File: src/rtl/tked_pkg.sv
`timescale 1ns / 1ps

package tked_pkg;

   // link bytes with a meaning of their own
   localparam logic [7:0] BYTE_ETX   = 8'h03;
   localparam logic [7:0] BYTE_EOT   = 8'h04;
   localparam logic [7:0] BYTE_CR    = 8'h0D;
   localparam logic [7:0] BYTE_ESC   = 8'h1B;
   localparam logic [7:0] BYTE_CSI   = 8'h5B;
   localparam logic [7:0] BYTE_SS3   = 8'h4F;
   localparam logic [7:0] BYTE_TILDE = 8'h7E;
   localparam logic [7:0] BYTE_DEL   = 8'h7F;
   localparam logic [7:0] BYTE_SPACE = 8'h20;

   // key kinds
   localparam logic [4:0] KEY_PRINT = 5'd0;
   localparam logic [4:0] KEY_BS    = 5'd1;
   localparam logic [4:0] KEY_RET   = 5'd2;
   localparam logic [4:0] KEY_CTRLC = 5'd3;
   localparam logic [4:0] KEY_CTRLD = 5'd4;
   localparam logic [4:0] KEY_UP    = 5'd5;
   localparam logic [4:0] KEY_DOWN  = 5'd6;
   localparam logic [4:0] KEY_RIGHT = 5'd7;
   localparam logic [4:0] KEY_LEFT  = 5'd8;
   localparam logic [4:0] KEY_F1    = 5'd9;
   localparam logic [4:0] KEY_F2    = 5'd10;
   localparam logic [4:0] KEY_F3    = 5'd11;
   localparam logic [4:0] KEY_F4    = 5'd12;
   localparam logic [4:0] KEY_F5    = 5'd13;
   localparam logic [4:0] KEY_F6    = 5'd14;
   localparam logic [4:0] KEY_F7    = 5'd15;
   localparam logic [4:0] KEY_F8    = 5'd16;
   localparam logic [4:0] KEY_F9    = 5'd17;
   localparam logic [4:0] KEY_F10   = 5'd18;
   localparam logic [4:0] KEY_F11   = 5'd19;
   localparam logic [4:0] KEY_F12   = 5'd20;
   localparam logic [4:0] KEY_DELETE = 5'd21;
   localparam logic [4:0] KEY_PGUP  = 5'd22;
   localparam logic [4:0] KEY_PGDN  = 5'd23;

   // decoder result for one byte
   typedef struct packed {
      logic       hit;
      logic [4:0] key_kind;
      logic [6:0] char_code;
   } tked_event_type;

endpackage

File: src/rtl/tked_if.sv
`timescale 1ns / 1ps

interface tked_req_if;
   logic       valid;
   logic       ready;
   logic [7:0] in_byte;

   modport source (output valid, output in_byte, input ready);
   modport sink   (input valid, input in_byte, output ready);
endinterface

interface tked_rsp_if;
   logic       valid;
   logic       ready;
   logic [4:0] key_kind;
   logic [6:0] char_code;

   modport source (output valid, output key_kind, output char_code, input ready);
   modport sink   (input valid, input key_kind, input char_code, output ready);
endinterface

File: src/rtl/tked_in_stage.sv
`timescale 1ns / 1ps

module tked_in_stage
   import tked_pkg::*;
(
   input  logic        clock,
   input  logic        reset,
   tked_req_if.sink    req_link,
   input  logic        advance,
   output logic        stage_valid,
   output logic [7:0]  stage_byte
);

   logic       valid_ff;
   logic       valid_in;
   logic [7:0] byte_ff;
   logic       take;

   assign req_link.ready = !valid_ff || advance;
   assign take           = req_link.valid && req_link.ready;
   assign valid_in       = take || (valid_ff && !advance);

   always_ff @(posedge clock) begin
      if (reset) begin
         valid_ff <= 1'b0;
      end else begin
         valid_ff <= valid_in;
      end
      if (take) begin
         byte_ff <= req_link.in_byte;
      end
   end

   assign stage_valid = valid_ff;
   assign stage_byte  = byte_ff;

endmodule

File: src/rtl/tked_decode.sv
`timescale 1ns / 1ps

module tked_decode
   import tked_pkg::*;
(
   input  logic           clock,
   input  logic           reset,
   input  logic           fire,
   input  logic [7:0]     in_byte,
   output tked_event_type key_event
);

   typedef enum logic [3:0] {
      ST_IDLE    = 4'd0,
      ST_ESC     = 4'd1,
      ST_CSI     = 4'd2,
      ST_SS3     = 4'd3,
      ST_CSI1    = 4'd4,
      ST_CSI2    = 4'd5,
      ST_CSI3    = 4'd6,
      ST_CSI5    = 4'd7,
      ST_CSI6    = 4'd8,
      ST_SWALLOW = 4'd9
   } state_type;

   state_type state_ff;
   state_type state_in;

   always_comb begin
      state_in            = ST_IDLE;
      key_event.hit       = 1'b0;
      key_event.key_kind  = KEY_PRINT;
      key_event.char_code = 7'd0;
      unique case (state_ff)
         ST_IDLE: begin
            if (in_byte >= BYTE_SPACE && in_byte < BYTE_DEL) begin
               key_event.hit       = 1'b1;
               key_event.char_code = in_byte[6:0];
            end else if (in_byte == BYTE_DEL) begin
               key_event.hit      = 1'b1;
               key_event.key_kind = KEY_BS;
            end else if (in_byte == BYTE_CR) begin
               key_event.hit      = 1'b1;
               key_event.key_kind = KEY_RET;
            end else if (in_byte == BYTE_ETX) begin
               key_event.hit      = 1'b1;
               key_event.key_kind = KEY_CTRLC;
            end else if (in_byte == BYTE_EOT) begin
               key_event.hit      = 1'b1;
               key_event.key_kind = KEY_CTRLD;
            end else if (in_byte == BYTE_ESC) begin
               state_in = ST_ESC;
            end
         end
         ST_ESC: begin
            if (in_byte == BYTE_CSI) begin
               state_in = ST_CSI;
            end else if (in_byte == BYTE_SS3) begin
               state_in = ST_SS3;
            end
         end
         ST_CSI: begin
            unique case (in_byte)
               8'h41: begin key_event.hit = 1'b1; key_event.key_kind = KEY_UP;    end
               8'h42: begin key_event.hit = 1'b1; key_event.key_kind = KEY_DOWN;  end
               8'h43: begin key_event.hit = 1'b1; key_event.key_kind = KEY_RIGHT; end
               8'h44: begin key_event.hit = 1'b1; key_event.key_kind = KEY_LEFT;  end
               8'h31: state_in = ST_CSI1;
               8'h32: state_in = ST_CSI2;
               8'h33: state_in = ST_CSI3;
               8'h35: state_in = ST_CSI5;
               8'h36: state_in = ST_CSI6;
               default: state_in = ST_IDLE;
            endcase
         end
         ST_SS3: begin
            unique case (in_byte)
               8'h50: begin key_event.hit = 1'b1; key_event.key_kind = KEY_F1; end
               8'h51: begin key_event.hit = 1'b1; key_event.key_kind = KEY_F2; end
               8'h52: begin key_event.hit = 1'b1; key_event.key_kind = KEY_F3; end
               8'h53: begin key_event.hit = 1'b1; key_event.key_kind = KEY_F4; end
               default: key_event.hit = 1'b0;
            endcase
         end
         ST_CSI1: begin
            state_in = ST_SWALLOW;
            unique case (in_byte)
               8'h35: begin key_event.hit = 1'b1; key_event.key_kind = KEY_F5; end
               8'h37: begin key_event.hit = 1'b1; key_event.key_kind = KEY_F6; end
               8'h38: begin key_event.hit = 1'b1; key_event.key_kind = KEY_F7; end
               8'h39: begin key_event.hit = 1'b1; key_event.key_kind = KEY_F8; end
               default: state_in = ST_IDLE;
            endcase
         end
         ST_CSI2: begin
            state_in = ST_SWALLOW;
            unique case (in_byte)
               8'h30: begin key_event.hit = 1'b1; key_event.key_kind = KEY_F9;  end
               8'h31: begin key_event.hit = 1'b1; key_event.key_kind = KEY_F10; end
               8'h33: begin key_event.hit = 1'b1; key_event.key_kind = KEY_F11; end
               8'h34: begin key_event.hit = 1'b1; key_event.key_kind = KEY_F12; end
               default: state_in = ST_IDLE;
            endcase
         end
         ST_CSI3: begin
            if (in_byte == BYTE_TILDE) begin
               key_event.hit      = 1'b1;
               key_event.key_kind = KEY_DELETE;
            end
         end
         ST_CSI5: begin
            if (in_byte == BYTE_TILDE) begin
               key_event.hit      = 1'b1;
               key_event.key_kind = KEY_PGUP;
            end
         end
         ST_CSI6: begin
            if (in_byte == BYTE_TILDE) begin
               key_event.hit      = 1'b1;
               key_event.key_kind = KEY_PGDN;
            end
         end
         // swallowed byte, and any stray code, goes back to idle
         default: state_in = ST_IDLE;
      endcase
   end

   always_ff @(posedge clock) begin
      if (reset) begin
         state_ff <= ST_IDLE;
      end else if (fire) begin
         state_ff <= state_in;
      end
   end

   // function keys five to twelve always leave the trailing byte to swallow
   a_fkey_swallow: assert property (@(posedge clock) disable iff (reset)
      fire && key_event.hit && key_event.key_kind >= KEY_F5 && key_event.key_kind <= KEY_F12
      |=> state_ff == ST_SWALLOW)
      else $error("function key did not arm swallow");

   // a swallowed byte never yields an event
   a_swallow_quiet: assert property (@(posedge clock) disable iff (reset)
      state_ff == ST_SWALLOW |-> !key_event.hit)
      else $error("event raised on swallowed byte");

endmodule

File: src/rtl/tked_out_stage.sv
`timescale 1ns / 1ps

module tked_out_stage
   import tked_pkg::*;
(
   input  logic           clock,
   input  logic           reset,
   input  logic           load,
   input  tked_event_type key_event,
   output logic           out_free,
   tked_rsp_if.source     rsp_link
);

   logic       valid_ff;
   logic       valid_in;
   logic [4:0] kind_ff;
   logic [6:0] code_ff;

   assign out_free = !valid_ff || rsp_link.ready;
   assign valid_in = load || (valid_ff && !rsp_link.ready);

   always_ff @(posedge clock) begin
      if (reset) begin
         valid_ff <= 1'b0;
      end else begin
         valid_ff <= valid_in;
      end
      if (load) begin
         kind_ff <= key_event.key_kind;
         code_ff <= key_event.char_code;
      end
   end

   assign rsp_link.valid     = valid_ff;
   assign rsp_link.key_kind  = kind_ff;
   assign rsp_link.char_code = code_ff;

endmodule

File: src/rtl/terminal_key_escape_decoder.sv
`timescale 1ns / 1ps
// a request word passes the input register, then the result register, to the response side
// throughput: one byte per cycle unless stalled, set by the decoder's single parse-state
// register loop; bytes that end or step a sequence without a key give no response word at all
// reset (synchronous, active high) empties both word registers and returns the parser to idle

module terminal_key_escape_decoder
   import tked_pkg::*;
(
   input  logic       clock,
   input  logic       reset,
   tked_req_if.sink   req_link,
   tked_rsp_if.source rsp_link
);

   // input register stage outputs
   logic           stage_valid;
   logic [7:0]     stage_byte;

   // decode handshake
   logic           out_free;
   logic           fire;
   tked_event_type key_event;

   // a byte leaves the input register whenever the result register can take a word,
   // so the parser steps once per byte and a key is loaded in the same cycle
   assign fire = stage_valid && out_free;

   tked_in_stage u_in_stage (
      .clock       (clock),
      .reset       (reset),
      .req_link    (req_link),
      .advance     (fire),
      .stage_valid (stage_valid),
      .stage_byte  (stage_byte)
   );

   // parse state and key lookup
   tked_decode u_decode (
      .clock     (clock),
      .reset     (reset),
      .fire      (fire),
      .in_byte   (stage_byte),
      .key_event (key_event)
   );

   // result register, parts the two handshakes
   tked_out_stage u_out_stage (
      .clock     (clock),
      .reset     (reset),
      .load      (fire && key_event.hit),
      .key_event (key_event),
      .out_free  (out_free),
      .rsp_link  (rsp_link)
   );

   // only printable keys carry a character code
   a_char_only_print: assert property (@(posedge clock) disable iff (reset)
      rsp_link.valid && rsp_link.key_kind != KEY_PRINT |-> rsp_link.char_code == 7'd0)
      else $error("character code on non-printable key");

   // a fresh response word must come from a byte that was waiting in the input register
   a_rsp_from_stage: assert property (@(posedge clock) disable iff (reset)
      $rose(rsp_link.valid) |-> $past(stage_valid))
      else $error("response word without a staged byte");

   // key kind stays within the defined set
   a_kind_range: assert property (@(posedge clock) disable iff (reset)
      rsp_link.valid |-> rsp_link.key_kind <= KEY_PGDN)
      else $error("key kind out of range");

endmodule
File: src/flat_wrapper.sv
// flat-port wrapper written by rule: the top's interface ports become plain ports
module terminal_key_escape_decoder_flat import tked_pkg::*;
  (clock, reset, req_link_valid, req_link_in_byte, req_link_ready, rsp_link_valid, rsp_link_key_kind, rsp_link_char_code, rsp_link_ready);
  tked_req_if req_link_i ();
  tked_rsp_if rsp_link_i ();
  input  logic clock;
  input  logic reset;
  input wire logic [$bits(req_link_i.valid)-1:0] req_link_valid;
  input wire logic [$bits(req_link_i.in_byte)-1:0] req_link_in_byte;
  output wire logic [$bits(req_link_i.ready)-1:0] req_link_ready;
  output wire logic [$bits(rsp_link_i.valid)-1:0] rsp_link_valid;
  output wire logic [$bits(rsp_link_i.key_kind)-1:0] rsp_link_key_kind;
  output wire logic [$bits(rsp_link_i.char_code)-1:0] rsp_link_char_code;
  input wire logic [$bits(rsp_link_i.ready)-1:0] rsp_link_ready;
  assign req_link_i.valid = req_link_valid;
  assign req_link_i.in_byte = req_link_in_byte;
  assign req_link_ready = req_link_i.ready;
  assign rsp_link_valid = rsp_link_i.valid;
  assign rsp_link_key_kind = rsp_link_i.key_kind;
  assign rsp_link_char_code = rsp_link_i.char_code;
  assign rsp_link_i.ready = rsp_link_ready;
  terminal_key_escape_decoder u_core (.clock(clock), .reset(reset), .req_link(req_link_i), .rsp_link(rsp_link_i));
endmodule
File: config.mk
export PLATFORM = sky130hd
export DESIGN_NAME = terminal_key_escape_decoder_flat
export DESIGN_NICKNAME = d
export VERILOG_FILES = /design/src/rtl/tked_pkg.sv /design/src/rtl/tked_if.sv /design/src/rtl/tked_in_stage.sv /design/src/rtl/tked_decode.sv /design/src/rtl/tked_out_stage.sv /design/src/rtl/terminal_key_escape_decoder.sv /design/src/flat_wrapper.sv
export SDC_FILE = /design/constraint.sdc
export NUM_CORES = 1
export LEC_CHECK = 0
export ABC_AREA = 1
export BUFFER_PORTS_ARGS = -buffer_cell sky130_fd_sc_hd__buf_2
export CAP_MARGIN = 0
export CORE_MARGIN = 2
export CORE_UTILIZATION = 56
export DETAILED_ROUTE_END_ITERATION = 7
export PLACE_DENSITY_LB_ADDON = 0.12
export REMOVE_ABC_BUFFERS = 1
export SYNTH_ARGS = -nofsm -noshare
export SYNTH_HDL_FRONTEND = slang
export SYNTH_HIERARCHICAL = 1
export SYNTH_SLANG_ARGS = --single-unit
File: constraint.sdc
create_clock -name clock -period 2.7 [get_ports clock]
set_clock_uncertainty 0.1 [all_clocks]
set_input_delay 0.135 -clock clock [delete_from_list [all_inputs] [get_ports clock]]
set_output_delay 0.135 -clock clock [all_outputs]
set_load 0.1 [all_outputs]
==> impl_metrics.prom <==
# TYPE chip_impl_metric gauge
chip_impl_info{name="run_status",value="completed"} 1
chip_impl_metric{name="die_x",unit="um"} 58.1
chip_impl_metric{name="ant_nets",unit=""} 0
chip_impl_metric{name="die_height",unit="um"} 58.1
chip_impl_metric{name="ys_seq_area_frac",unit=""} 0.440
chip_impl_metric{name="postLayoutCellArea",unit="um2"} 1980
chip_impl_metric{name="placedInstanceArea",unit="um2"} 1820
chip_impl_metric{name="worst-slew-pin-transition",unit="ns"} 0.751
chip_impl_metric{name="post_layout_nonfiller_instances",unit=""} 288
chip_impl_metric{name="layout.filler_cells",unit=""} 212
chip_impl_info{name="cts_tree",value="built"} 1
chip_impl_metric{name="cts_sinks",unit=""} 26
chip_impl_metric{name="start_util",unit=""} 0.593
chip_impl_metric{name="grt_first_pass_wirelength",unit="um"} 6590
chip_impl_info{name="rsz0062_at_grt",value="false"} 1
chip_impl_metric{name="netlist_area",unit="um2"} 1640
chip_impl_metric{name="leakagePower",unit="nW"} 0.901
chip_impl_metric{name="pwr-share-comb",unit=""} 0.172
chip_impl_metric{name="maxcap_viol_count",unit=""} 0
chip_impl_info{name="endpoint_kind",value="flop"} 1
chip_impl_metric{name="slew_violations",unit=""} 0
chip_impl_metric{name="vdd_drop_max",unit="uV"} 452
chip_impl_metric{name="post-cts-setup-buffer-count",unit=""} 0
chip_impl_metric{name="yosysWarnings",unit=""} 6
chip_impl_metric{name="hpwl",unit="um"} 3010
chip_impl_metric{name="via_per_inst",unit=""} 5.40
chip_impl_info{name="leading_area_contributor_after_synthesis",value="sky130_fd_sc_hd__edfxtp_1"} 1
chip_impl_metric{name="flow.area_growth_from_synthesis",unit="%"} 20.9
chip_impl_metric{name="timing.critical_path.required",unit="ns"} 2.65
chip_impl_metric{name="timing.final.crit_period",unit="ns"} 2.23
chip_impl_metric{name="vias",unit=""} 1555
chip_impl_metric{name="rows",unit=""} 19
chip_impl_metric{name="average_cell_area_after_synthesis",unit="um2"} 7.61
chip_impl_metric{name="whs",unit="ns"} 0.406
chip_impl_metric{name="clkSlewWorstSetupHoldPaths",unit="ns"} 0.14
chip_impl_metric{name="grt_antenna_before_repair",unit=""} 0
chip_impl_metric{name="global_route.usage.total",unit=""} 0.260
chip_impl_metric{name="post-route-period-util",unit=""} 0.827
chip_impl_metric{name="synthCells",unit=""} 215
chip_impl_metric{name="power_frac_clock",unit=""} 0.306
chip_impl_metric{name="io_pins",unit=""} 26
chip_impl_metric{name="place_congestion",unit=""} 0.958
chip_impl_metric{name="placeableCoreArea",unit="um2"} 2760
chip_impl_metric{name="antenna_cells",unit=""} 0
chip_impl_metric{name="clkLatencyLatePin",unit="ns"} 0.33
chip_impl_metric{name="initialDrtViolationCount",unit=""} 93
chip_impl_metric{name="nets",unit=""} 270
chip_impl_metric{name="internal_dissipation",unit="uW"} 636
chip_impl_metric{name="timing.final.setup_violations",unit=""} 0
chip_impl_metric{name="number_of_failing_hold_endpoints_at_the_final_stage",unit=""} 0
chip_impl_metric{name="netlist.area_leader.share",unit=""} 0.367
chip_impl_metric{name="route.detailed.drc",unit=""} 0
chip_impl_info{name="timing_worst_setup_path_type",value="flop to flop"} 1
chip_impl_metric{name="fin_util",unit=""} 0.717
chip_impl_info{name="top_cells_by_instance_count_after_synthesis",value="48 x sky130_fd_sc_hd__nand2_1, 33 x sky130_fd_sc_hd__nor2_1, 27 x sky130_fd_sc_hd__inv_1, 20 x sky130_fd_sc_hd__edfxtp_1, 16 x sky130_fd_sc_hd__nand3_1"} 1
chip_impl_info{name="cp-start-kind",value="flop"} 1
chip_impl_metric{name="synth.ff_latch_count",unit=""} 26
chip_impl_info{name="synth.most_common_cell",value="sky130_fd_sc_hd__nand2_1"} 1
chip_impl_metric{name="dp_cells",unit=""} 273
chip_impl_metric{name="numPortBuffers",unit=""} 25
chip_impl_metric{name="power",unit="uW"} 880
chip_impl_metric{name="cts-buffers-inserted",unit=""} 3
chip_impl_metric{name="grt_max_degree",unit=""} 16
chip_impl_metric{name="timing.critical_path.fanout_max",unit=""} 12
chip_impl_info{name="most_common_flop_cell_mapped_by_yosys",value="sky130_fd_sc_hd__edfxtp_1"} 1
chip_impl_metric{name="final_layout_size_suffix_gt1_frac",unit=""} 0.253
chip_impl_info{name="buffer_type_at_the_clock_tree_root",value="sky130_fd_sc_hd__clkbuf_4"} 1
chip_impl_metric{name="max_freq",unit="MHz"} 448
chip_impl_metric{name="regArea",unit="um2"} 721
chip_impl_info{name="class_of_the_tightest_hold_or_removal_check",value="flop to flop"} 1
chip_impl_metric{name="floorplan.die_area",unit="um2"} 3370
chip_impl_metric{name="critical_path_arrival",unit="ns"} 2.18
chip_impl_metric{name="dp_worst_setup_slack",unit="ns"} 0.502
chip_impl_metric{name="ctsLongestPathBuffers",unit=""} 2
chip_impl_metric{name="multi_input_area",unit="um2"} 788
chip_impl_metric{name="fin_ws",unit="ns"} 0.467
chip_impl_metric{name="seqPwrFrac",unit=""} 0.522
chip_impl_metric{name="powerDensity",unit="nW/um2"} 445
chip_impl_metric{name="grt_pass1_vias",unit=""} 1498
chip_impl_metric{name="post_cts_resize_count",unit=""} 0
chip_impl_metric{name="timing.setup.tns",unit="ns"} 0
chip_impl_metric{name="grt-ovfl-total",unit=""} 0
chip_impl_metric{name="netSwitchingFraction",unit=""} 0.278
chip_impl_metric{name="synth_edf_count",unit=""} 20
chip_impl_metric{name="htree_levels",unit=""} 1
chip_impl_metric{name="synthDistinctLibCells",unit=""} 23
chip_impl_metric{name="total_length_of_routed_wires",unit="um"} 3980
chip_impl_metric{name="total_switching_power",unit="uW"} 245
chip_impl_metric{name="detail_route.first_pass.iterations",unit=""} 5
chip_impl_metric{name="routed_wire_length_per_instance",unit="um"} 13.8
chip_impl_metric{name="relSlewSlack",unit=""} 0.499
chip_impl_metric{name="synth-async-reset-ratio",unit=""} 0
chip_impl_info{name="synth_area_leaders",value="sky130_fd_sc_hd__edfxtp_1 37%, sky130_fd_sc_hd__nand2_1 11%, sky130_fd_sc_hd__nor2_1 7.6%"} 1
critical path, cell delays in order, from the launching register on:
cell and delay, ns:
sky130_fd_sc_hd__edfxtp_1 0.46, sky130_fd_sc_hd__inv_2 0.09, sky130_fd_sc_hd__nand2_1 0.10, sky130_fd_sc_hd__inv_2 0.09, sky130_fd_sc_hd__nand3_1 0.09, sky130_fd_sc_hd__nor2_1 0.25
sky130_fd_sc_hd__nand2_1 0.11, sky130_fd_sc_hd__nand4_1 0.11, sky130_fd_sc_hd__nor2_1 0.06, sky130_fd_sc_hd__nand3_1 0.08, sky130_fd_sc_hd__inv_1 0.05, sky130_fd_sc_hd__nor2_2 0.14
sky130_fd_sc_hd__buf_4 0.21
logic make-up after synthesis:
| family | Yosys count | synth area share |
|---|---|---|
| and+or+nand+nor | 140 | 0.422 |
| buffers and inverters | 34 | 0.0780 |
| AOI/OAI and AO/OA | 15 | 0.0596 |
| DFF | 26 | 0.440 |
cell usage in the layout (no fill, tap or decap), drive strengths merged:
cell         netlist  routed
nand2             55      55
nor3b              1       1
a21oi              7       7
edfxtp            20      20
bufinv             0       1
nand4              3       3
nand3b             2       2
nand3             19      19
dlygate4sd3        0      11
and3               1       1
inv               34      34
clkbuf             0       3
nor3              18      18
buf                0      27
nor2              41      41
o21ai              8       8
dfxtp              6       6
worst paths after layout:
path	startpoint	endpoint	slack, ns	depth (start not counted)
hold / removal	u_core/u_out_stage/rsp_link.valid	u_core/u_out_stage/rsp_link.valid	0.41	2
setup / recovery	u_core/u_in_stage/stage_byte[7]	u_core/u_out_stage/rsp_link.char_code[5]	0.47	12
hold reg to reg	u_core/u_out_stage/rsp_link.valid	u_core/u_out_stage/rsp_link.valid	0.41	2
setup reg to reg	u_core/u_in_stage/stage_byte[7]	u_core/u_out_stage/rsp_link.char_code[5]	0.47	12
registers in the layout (all words and copies together) (netlist names):
name and flops:
u_core/u_in_stage/stage_valid 1, u_core/u_decode/state_ff 4, u_core/u_out_stage/rsp_link.key_kind 5, u_core/u_out_stage/rsp_link.char_code 7, u_core/u_out_stage/rsp_link.valid 1, u_core/u_in_stage/stage_byte 8
power groups by stage:
stage | Sequential (mW) | Clock [mW] | Combinational (mW)
6_report | 0.460 | 0.269 | 0.151
5_1_grt | 0.462 | 0.289 | 0.162
4_1_cts | 0.459 | 0.274 | 0.149
3_5_place_dp | 0.468 | 0 | 0.136
3_3_place_gp | 0.468 | 0 | 0.137
2_1_floorplan | 0.509 | 0 | 0.0631
final cells by class:
cell class | count | share of cell area
Clock buffer | 3 | 0.0114
Clock inverter | 1 | 0.0152
Inverter | 34 | 0.0645
Multi-Input combinational cell | 155 | 0.398
Sequential cell | 26 | 0.364
Tap cell | 31 | 0.0196
Timing Repair Buffer | 38 | 0.127
per-layer routing:
metal  GRT usage  vias to the layer above  part of all wire
met5           0                        -                 0
met4      0.0565                        0            0.0043
met3      0.0446                        2             0.061
met2       0.456                       59              0.49
met1       0.337                      710              0.45
li1            -                      784                 -
timing repair:
item / CTS / global route
hold buffers: 11 / 0
endpoints found under the hold margin: 13 / 0
setup endpoints to repair: 0 / 0
Note: power is estimated with default switching activity, not from simulation.
